==> src/u8sb_pkg.sv <==
package u8sb_pkg;

    localparam logic [7:0] QMARK = 8'h3F;

    typedef struct packed {
        logic [7:0] in_byte;
        logic       end_of_text;
    } byte_item_t;

    typedef struct packed {
        logic [7:0] out_byte;
        logic       run_last;
        logic       text_done;
    } code_item_t;

    // U+00-7F, U+A0-FF pass; Polish letters fold to their ASCII base letter
    function automatic logic [7:0] map_code(input logic [20:0] cp);
        logic [7:0] res;
        res = QMARK;
        if (cp < 21'h80 || (cp >= 21'hA0 && cp <= 21'hFF))
        begin
            res = cp[7:0];
        end
        else
        begin
            unique case (cp)
                21'h0104: res = "A";
                21'h0105: res = "a";
                21'h0106: res = "C";
                21'h0107: res = "c";
                21'h0118: res = "E";
                21'h0119: res = "e";
                21'h0141: res = "L";
                21'h0142: res = "l";
                21'h0143: res = "N";
                21'h0144: res = "n";
                21'h015A: res = "S";
                21'h015B: res = "s";
                21'h0179: res = "Z";
                21'h017A: res = "z";
                21'h017B: res = "Z";
                21'h017C: res = "z";
                default:  res = QMARK;
            endcase
        end
        return res;
    endfunction

endpackage

==> src/utf8_to_single_byte_transcoder_core.sv <==
// Path: a byte transaction goes through the input register, then the result register.
// Throughput: one byte per cycle while code_stall is low and each byte gives at most one
// result; a byte that gives n results (malformed input, up to 4) stalls the input side
// until the single result register has replayed its run of n results.
// Reset: rst_n asynchronous active low; clears the open sequence and both valid flags.
module utf8_to_single_byte_transcoder_core
    import u8sb_pkg::*;
(
    input  logic       clk,
    input  logic       rst_n,
    input  logic       byte_valid,
    output logic       byte_stall,
    input  byte_item_t byte_data,
    output logic       code_valid,
    input  logic       code_stall,
    output code_item_t code_data
);

    // input register
    logic       s1_valid_reg;
    byte_item_t s1_data_reg;

    // decoder state
    logic [20:0] acc_reg, acc_next;
    logic [1:0]  exp_reg, exp_next;
    logic [1:0]  taken_reg, taken_next;

    // result batch: all '?' except an optional mid value
    logic       bat_valid_reg;
    logic [2:0] bat_cnt_reg;
    logic [1:0] bat_idx_reg;
    logic       bat_has_mid_reg;
    logic [1:0] bat_mid_pos_reg;
    logic [7:0] bat_mid_val_reg;
    logic       bat_eot_reg;

    logic        cont;
    logic [20:0] acc_cat;
    logic [1:0]  taken_inc;
    logic [2:0]  c1, c3, n_res;
    logic        has_mid;
    logic [7:0]  mid_val;
    logic        bat_last, bat_done, s1_go, s1_fire;

    assign bat_last = ({1'b0, bat_idx_reg} == (bat_cnt_reg - 3'd1));
    assign bat_done = bat_valid_reg && !code_stall && bat_last;
    assign s1_go    = !bat_valid_reg || bat_done;
    assign s1_fire  = s1_valid_reg && s1_go;

    assign byte_stall = s1_valid_reg && !s1_go;

    assign code_valid          = bat_valid_reg;
    assign code_data.out_byte  = (bat_has_mid_reg && bat_idx_reg == bat_mid_pos_reg)
                                 ? bat_mid_val_reg : QMARK;
    assign code_data.run_last  = bat_last;
    assign code_data.text_done = bat_last && bat_eot_reg;

    always_comb
    begin
        cont       = (s1_data_reg.in_byte[7:6] == 2'b10);
        acc_cat    = {acc_reg[14:0], s1_data_reg.in_byte[5:0]};
        taken_inc  = taken_reg + 2'd1;
        acc_next   = acc_reg;
        exp_next   = exp_reg;
        taken_next = taken_reg;
        c1         = 3'd0;
        c3         = 3'd0;
        has_mid    = 1'b0;
        mid_val    = QMARK;
        if (exp_reg != 2'd0 && cont)
        begin
            if (taken_inc == exp_reg)
            begin
                has_mid    = 1'b1;
                mid_val    = map_code(acc_cat);
                acc_next   = '0;
                exp_next   = 2'd0;
                taken_next = 2'd0;
            end
            else
            begin
                acc_next   = acc_cat;
                taken_next = taken_inc;
            end
        end
        else
        begin
            // no open form or bad continuation: flush any open form, then treat the byte as a lead
            if (exp_reg != 2'd0)
            begin
                c1 = {1'b0, taken_reg} + 3'd1;
            end
            acc_next   = '0;
            exp_next   = 2'd0;
            taken_next = 2'd0;
            priority if (!s1_data_reg.in_byte[7])
            begin
                has_mid = 1'b1;
                mid_val = s1_data_reg.in_byte;
            end
            else if (s1_data_reg.in_byte[7:5] == 3'b110)
            begin
                exp_next = 2'd1;
                acc_next = {16'd0, s1_data_reg.in_byte[4:0]};
            end
            else if (s1_data_reg.in_byte[7:4] == 4'b1110)
            begin
                exp_next = 2'd2;
                acc_next = {17'd0, s1_data_reg.in_byte[3:0]};
            end
            else if (s1_data_reg.in_byte[7:3] == 5'b11110)
            begin
                exp_next = 2'd3;
                acc_next = {18'd0, s1_data_reg.in_byte[2:0]};
            end
            else
            begin
                has_mid = 1'b1;
                mid_val = QMARK;
            end
        end
        // truncated text
        if (s1_data_reg.end_of_text && exp_next != 2'd0)
        begin
            c3         = {1'b0, taken_next} + 3'd1;
            acc_next   = '0;
            exp_next   = 2'd0;
            taken_next = 2'd0;
        end
        n_res = c1 + {2'b00, has_mid} + c3;
    end

    always_ff @(posedge clk or negedge rst_n)
    begin
        if (!rst_n)
        begin
            s1_valid_reg  <= 1'b0;
            bat_valid_reg <= 1'b0;
            acc_reg       <= '0;
            exp_reg       <= 2'd0;
            taken_reg     <= 2'd0;
            bat_idx_reg   <= 2'd0;
        end
        else
        begin
            if (byte_valid && !byte_stall)
            begin
                s1_valid_reg <= 1'b1;
            end
            else if (s1_go)
            begin
                s1_valid_reg <= 1'b0;
            end

            if (s1_fire)
            begin
                acc_reg   <= acc_next;
                exp_reg   <= exp_next;
                taken_reg <= taken_next;
            end

            if (s1_fire && n_res != 3'd0)
            begin
                bat_valid_reg <= 1'b1;
                bat_idx_reg   <= 2'd0;
            end
            else if (bat_done)
            begin
                bat_valid_reg <= 1'b0;
            end
            else if (bat_valid_reg && !code_stall)
            begin
                bat_idx_reg <= bat_idx_reg + 2'd1;
            end
        end
    end

    // payload registers
    always_ff @(posedge clk)
    begin
        if (byte_valid && !byte_stall)
        begin
            s1_data_reg <= byte_data;
        end
        if (s1_fire && n_res != 3'd0)
        begin
            bat_cnt_reg     <= n_res;
            bat_has_mid_reg <= has_mid;
            bat_mid_pos_reg <= c1[1:0];
            bat_mid_val_reg <= mid_val;
            bat_eot_reg     <= s1_data_reg.end_of_text;
        end
    end

endmodule

==> config.mk <==
export PLATFORM = sky130hd
export DESIGN_NAME = utf8_to_single_byte_transcoder_core
export DESIGN_NICKNAME = d
export VERILOG_FILES = /design/src/u8sb_pkg.sv /design/src/utf8_to_single_byte_transcoder_core.sv
export SDC_FILE = /design/constraint.sdc
export NUM_CORES = 1
export LEC_CHECK = 0
export BUFFER_PORTS_ARGS = -buffer_cell sky130_fd_sc_hd__clkbuf_2
export CELL_PAD_IN_SITES_DETAIL_PLACEMENT = 2
export CELL_PAD_IN_SITES_GLOBAL_PLACEMENT = 2
export CORE_UTILIZATION = 35
export DETAILED_ROUTE_END_ITERATION = 10
export HOLD_SLACK_MARGIN = 0.1
export PLACE_DENSITY_LB_ADDON = 0.2
export SYNTH_ARGS = -nofsm -noshare
export SYNTH_HDL_FRONTEND = slang
export SYNTH_SLANG_ARGS = --single-unit
==> constraint.sdc <==
create_clock -name clk -period 9.8 [get_ports clk]
set_input_delay 0.98 -clock clk [delete_from_list [all_inputs] [get_ports clk]]
set_output_delay 0.98 -clock clk [all_outputs]
set_load 0.03 [all_outputs]
After elaboration in Yosys (flattened, before gate mapping)
Cells that the tools add are included.
Storage, ports and cells
  register bits: 47
  bits in latches: 0
  memory bits (writable): 0
  bits in read-only memories: 0
  output and inout port bits: 12
  word-level logic and storage cells: 112
  memories: 0
Cells by class
  add/subtract/negate cells: 7
  $mul: 0
  div/mod/pow operators: 0
  magnitude comparators: 3
  eq/ne operators: 24
  shifts and indexed selects: 0
  muxes and demuxes: 39
  bitwise logic cells: 0
  reductions and logical operators: 26
Operator list (number)
  $eq A21 B9 Y1 const B: 16
  $pmux W7 S14: 1
  $mux W15: 3
  $mux W8: 4
  $mux W2: 13
  $ge A21 B8 Y1 const B: 1
  $le A21 B8 Y1 const B: 1
  $lt A21 B8 Y1 const B: 1
  $mux W3: 4
  $logic_and A1 B1 Y1: 11
  $mux W1: 10
  $mux W5: 2
  $reduce_bool A2 Y1: 5
  $mux W7: 1
  $add A2 B1 Y3 const B: 2
  $eq A5 B5 Y1 const B: 1
  $add A2 B1 Y2 const B: 2
  $eq A2 B2 Y1: 2
  $eq A4 B4 Y1 const B: 1
  $logic_not A1 Y1: 4
  $mux W4: 1
  $reduce_or A2 Y1: 2
  $add A3 B1 Y3: 1
  $add A3 B3 Y3: 1
  8 further kinds: 9

Depth between registers and ports, before layout
  word-level depth: 14
  depth in mapped cells: 15

Worst setup path before layout
Ideal clock, no wire load.
  path kind: flip-flop to flip-flop
  start point: register taken_reg[0]
  end point: register bat_cnt_reg[0] (enable)
  data arrival time: 3.709 ns
  data required time: 9.411 ns
  path slack: 5.702 ns
  stages on the path, launching flop included: 15
  path buffers: 0
  cell sequence: dfrtp_1 ha_1 nor2b_1 o21ai_0 a21o_1 and2_1 nor2b_1 nor2b_1 fa_1 fa_1 inv_1 a31oi_1 nor2_1 a2111oi_2 a211oi_2
RTL lines
  start: declaration: line utf8_to_single_byte_transcoder_core.sv:26  | logic [1:0] taken_reg, taken_next;
  start signal: assignment: line utf8_to_single_byte_transcoder_core.sv:159  | taken_reg <= taken_next;
  $add A2 B1 Y2: line utf8_to_single_byte_transcoder_core.sv:62  | taken_inc = taken_reg + 2'd1;
  $eq A2 B2 Y1: line utf8_to_single_byte_transcoder_core.sv:72  | if (taken_inc == exp_reg)
  $mux W1: line utf8_to_single_byte_transcoder_core.sv:72
  $mux W1: line utf8_to_single_byte_transcoder_core.sv:70  | if (exp_reg != 2'd0 && cont)
  named net has_mid: line utf8_to_single_byte_transcoder_core.sv:41  | logic has_mid;
  $add A3 B1 Y3: line utf8_to_single_byte_transcoder_core.sv:130  | n_res = c1 + {2'b00, has_mid} + c3;
  $add A3 B3 Y3: line utf8_to_single_byte_transcoder_core.sv:130
  $reduce_bool A3 Y1: line utf8_to_single_byte_transcoder_core.sv:185  | if (s1_fire && n_res != 3'd0)
  $logic_and A1 B1 Y1: line utf8_to_single_byte_transcoder_core.sv:185
  end signal: assignment: line utf8_to_single_byte_transcoder_core.sv:187  | bat_cnt_reg <= n_res;
  end: declaration: line utf8_to_single_byte_transcoder_core.sv:30  | logic [2:0] bat_cnt_reg;
The timed path passes the listed nets, and every way through them passes these cells.
A chain may end at the register's enable or synchronous reset.

Worst setup path after layout
  start point: register taken_reg[0]
  end point: register bat_mid_val_reg[1] (enable)
RTL lines
  $add A2 B1 Y2: line utf8_to_single_byte_transcoder_core.sv:62
  $eq A2 B2 Y1: line utf8_to_single_byte_transcoder_core.sv:72
  $mux W1: line utf8_to_single_byte_transcoder_core.sv:72
  $mux W1: line utf8_to_single_byte_transcoder_core.sv:70
  named net has_mid: line utf8_to_single_byte_transcoder_core.sv:41
  $add A3 B1 Y3: line utf8_to_single_byte_transcoder_core.sv:130
  $add A3 B3 Y3: line utf8_to_single_byte_transcoder_core.sv:130
  $reduce_bool A3 Y1: line utf8_to_single_byte_transcoder_core.sv:185
  $logic_and A1 B1 Y1: line utf8_to_single_byte_transcoder_core.sv:185
  end signal: assignment: line utf8_to_single_byte_transcoder_core.sv:190  | bat_mid_val_reg <= mid_val;
  end: declaration: line utf8_to_single_byte_transcoder_core.sv:34  | logic [7:0] bat_mid_val_reg;
The timed path passes the listed nets, and every way through them passes these cells.

==> metrics.txt <==
Pre-Repair DR Iteration Count=4; worst hold path class=reg -> reg; PostCTS Resize Cnt=0; die height=88.95 um; num rows=31; CTS buffer count=5; Leak=1.155 nW; Synth Register Bits=47; fin cells=between 300 and 400; max reg flops=15; global placement routability congestion=about 0.78; GRT busiest layer=met2; H-Tree Depth=2; hold_buf cts=0; Hold Path End=taken_reg[1]; CTS root buf=clkbuf_8; Hold Startpoint=taken_reg[1]; largest net degree at the start of global routing=25; Nets=285; DRC viols=0; # diodes=0; sequential element share of the synthesized area=48.98%; Post-CTS Setup Inserts=0; clock-pin slew on the worst setup and hold paths=roughly 0.10 ns; via count=1,999; power density over the cells=roughly 270 nW/um2; Slew HR=41.14%; Worst R2R Start=taken_reg[0]; clk_lat worst skew=~0.31 ns; global routing met1 resource utilization=between 20% and 30%; Post-DP HPWL=a little over 5000 um; vias in the first global route=approximately 2,200; Max-cap violations=0; max-slew violation total from the final report=0; DR WL/cell=19.01 um; die area=7912 um2; Synth Cell Area=2646 um2; Initial Util=approximately 36%; CTS Sinks=47; Clock Path Buffers=2; first-pass GRT wire length=11,410 um; GR Util met3=3.047%; max incr delay on CP=around 0.47 ns; Worst EP arrival=4.38 ns; reg2reg end=bat_mid_val_reg[1]; EDFF count, synth=24; register-to-register setup slack=5.49 ns; Buffers on Ports=24; CTS tree=built; Die W=88.95 um; RSZ-0062 raised after global routing=false; Fin Setup TNS=0 ns; Clock Skews=slightly below 0.004 ns; Avg Cell Area, Syn=roughly 11 um2; worst path cell trace=ha_1, nor2b_1, o21ai_0, a21o_1, and2_1, nor2b_1, nor2b_1, fa_1, fa_1, inv_1, and4_1, nor2_1, a2111oi_2, a211oi_2, buf_4; Mapped Nets=265; worst path required time=about 9.9 ns; share of cells above drive strength 1=21.27%; setup slack after layout=about 5.5 ns; crit-path max FO=17; Tcrit/Tclk final=44.00%; fillcell total=between 800 and 900; Yosys Warn Count=0; detailed router's first-iteration violation count=89; Peak VDD IR=0.00008781 V; initial antenna violation count=0; WL final=between 6000 and 7000 um; post-layout min period=4.312 ns; Worst setup EP type=flip-flop; grt ovf=0; Placement Setup Slack=between 5 and 6 ns; P&R area growth vs syn=10.69%; ys flop type=edfxtp_1; Max Freq=approximately 0.23 GHz; Final Hold Violating Endpoints=0; Post-synth ARST share=48.94%; status=complete, no violations; Placed Cells=between 300 and 400; Overall Global Routing Usage=slightly below 20%; Via density=5.447; CORE AREA=approximately 7300 um2; Least-Margin Pin Slew=0.8808 ns; Antenna Nets Post-Route=0; commonest non-fill, non-tap cells in the layout=edfxtp_1, clkbuf_2, dfrtp_1; GR Layer Usage met2=32.31%; critical path type=reg -> reg; Worst path most repeated cell=nor2b_1; Worst Hold Depth=1; Setup violations, final=0; Distinct cells, synth=62; Mapped Cells=about 250; startpoint class of the critical path=flip-flop; Slowest-stage cell, CP=dfrtp_1; Top-Level Pins=25; r2r worst-path depth=15
## cell type report
class,count,area [um2],share of cell area [%]
sequential,47,1296,44.25
multi-input combinational,177,1249,42.63
timing repair buffer,25,127.6,4.357
tap,99,123.9,4.229
clock buffer,5,68.82,2.349
inverter,11,41.29,1.410
clock inverter,3,22.52,0.7689
## worst max-delay path: cells and delay by family, from the launching register on
family,cells,cell delay [ns]
AOI/OAI and AO/OA,4,1.06
adders and majority gates,3,1.20
buffers and inverters,2,0.33
DFF,1,0.47
and+or+nand+nor,6,0.98
## power by group
part           total, mW  leakage (nW)  switching (mW)  internal [mW]
combinational      0.327         0.582           0.207          0.120
clock              0.129        0.0489          0.0768         0.0518
sequential         0.331         0.524          0.0591          0.272
## cells in the mapped netlist, types with 3 or more instances
master	number	area, um2
xnor2_1	6	52.55
a21o_1	4	30.03
nand2_1	13	48.80
or2_2	10	62.56
ha_1	3	37.54
xor2_1	3	26.28
buf_2	3	15.01
inv_1	11	41.29
and2_1	6	37.54
clkbuf_1	7	26.28
a22o_1	15	131.4
dfrtp_1	23	575.6
nor2b_1	8	50.05
edfxtp_1	24	720.7
nor3_1	8	40.04
nor2_1	18	67.56
nand3_1	3	15.01
nor4_1	6	37.54
a21oi_1	6	30.03
nand4_1	4	25.02
and3_1	3	18.77
o21ai_0	11	55.05
## cell families (layout without fill, tap and decap cells)
kind of cell	count (synthesis)	in the layout	share of synthesized area, %
adders and majority gates	5	5	2.932
and+or+nand+nor	99	99	22.51
buffers and inverters	23	44	3.830
AOI/OAI and AO/OA	63	63	18.34
muxes	1	1	0.4255
DFF	47	47	48.98
xor gates and xnor gates	9	9	2.979
## worst max path at each step
stage,startpoint,to,slack (ns),depth (start not counted)
5_1_grt,taken_reg[0],bat_mid_val_reg[1],5.22,15
3_3_place_gp,taken_reg[0],bat_mid_val_reg[0],5.76,15
4_1_cts,taken_reg[0],bat_mid_val_reg[1],5.46,15
6_report,taken_reg[0],bat_mid_val_reg[1],5.49,15
2_1_floorplan,taken_reg[0],bat_cnt_reg[0],5.70,14
3_5_place_dp,taken_reg[0],bat_mid_val_reg[1],5.54,15
## routing by layer
metal,routed length (um),vias to the layer above
met5,0,-
met4,79,0
met3,152,5
met2,3395,27
met1,3350,1012
li1,-,955
## through the flow
stage	instance area, um2	hold slack (ns)	util (%)	power, mW
after floorplan	2646	0.4775	-	0.5718
after global placement	2838	0.4970	38.92	0.6519
after detailed placement	2838	0.5073	38.92	0.6667
after CTS	2929	0.5359	40.17	0.8006
after global routing	2929	0.5498	40.17	0.8449
final	2929	0.5339	40.17	0.7870
No activity file was read; power rests on OpenSTA's default activity.
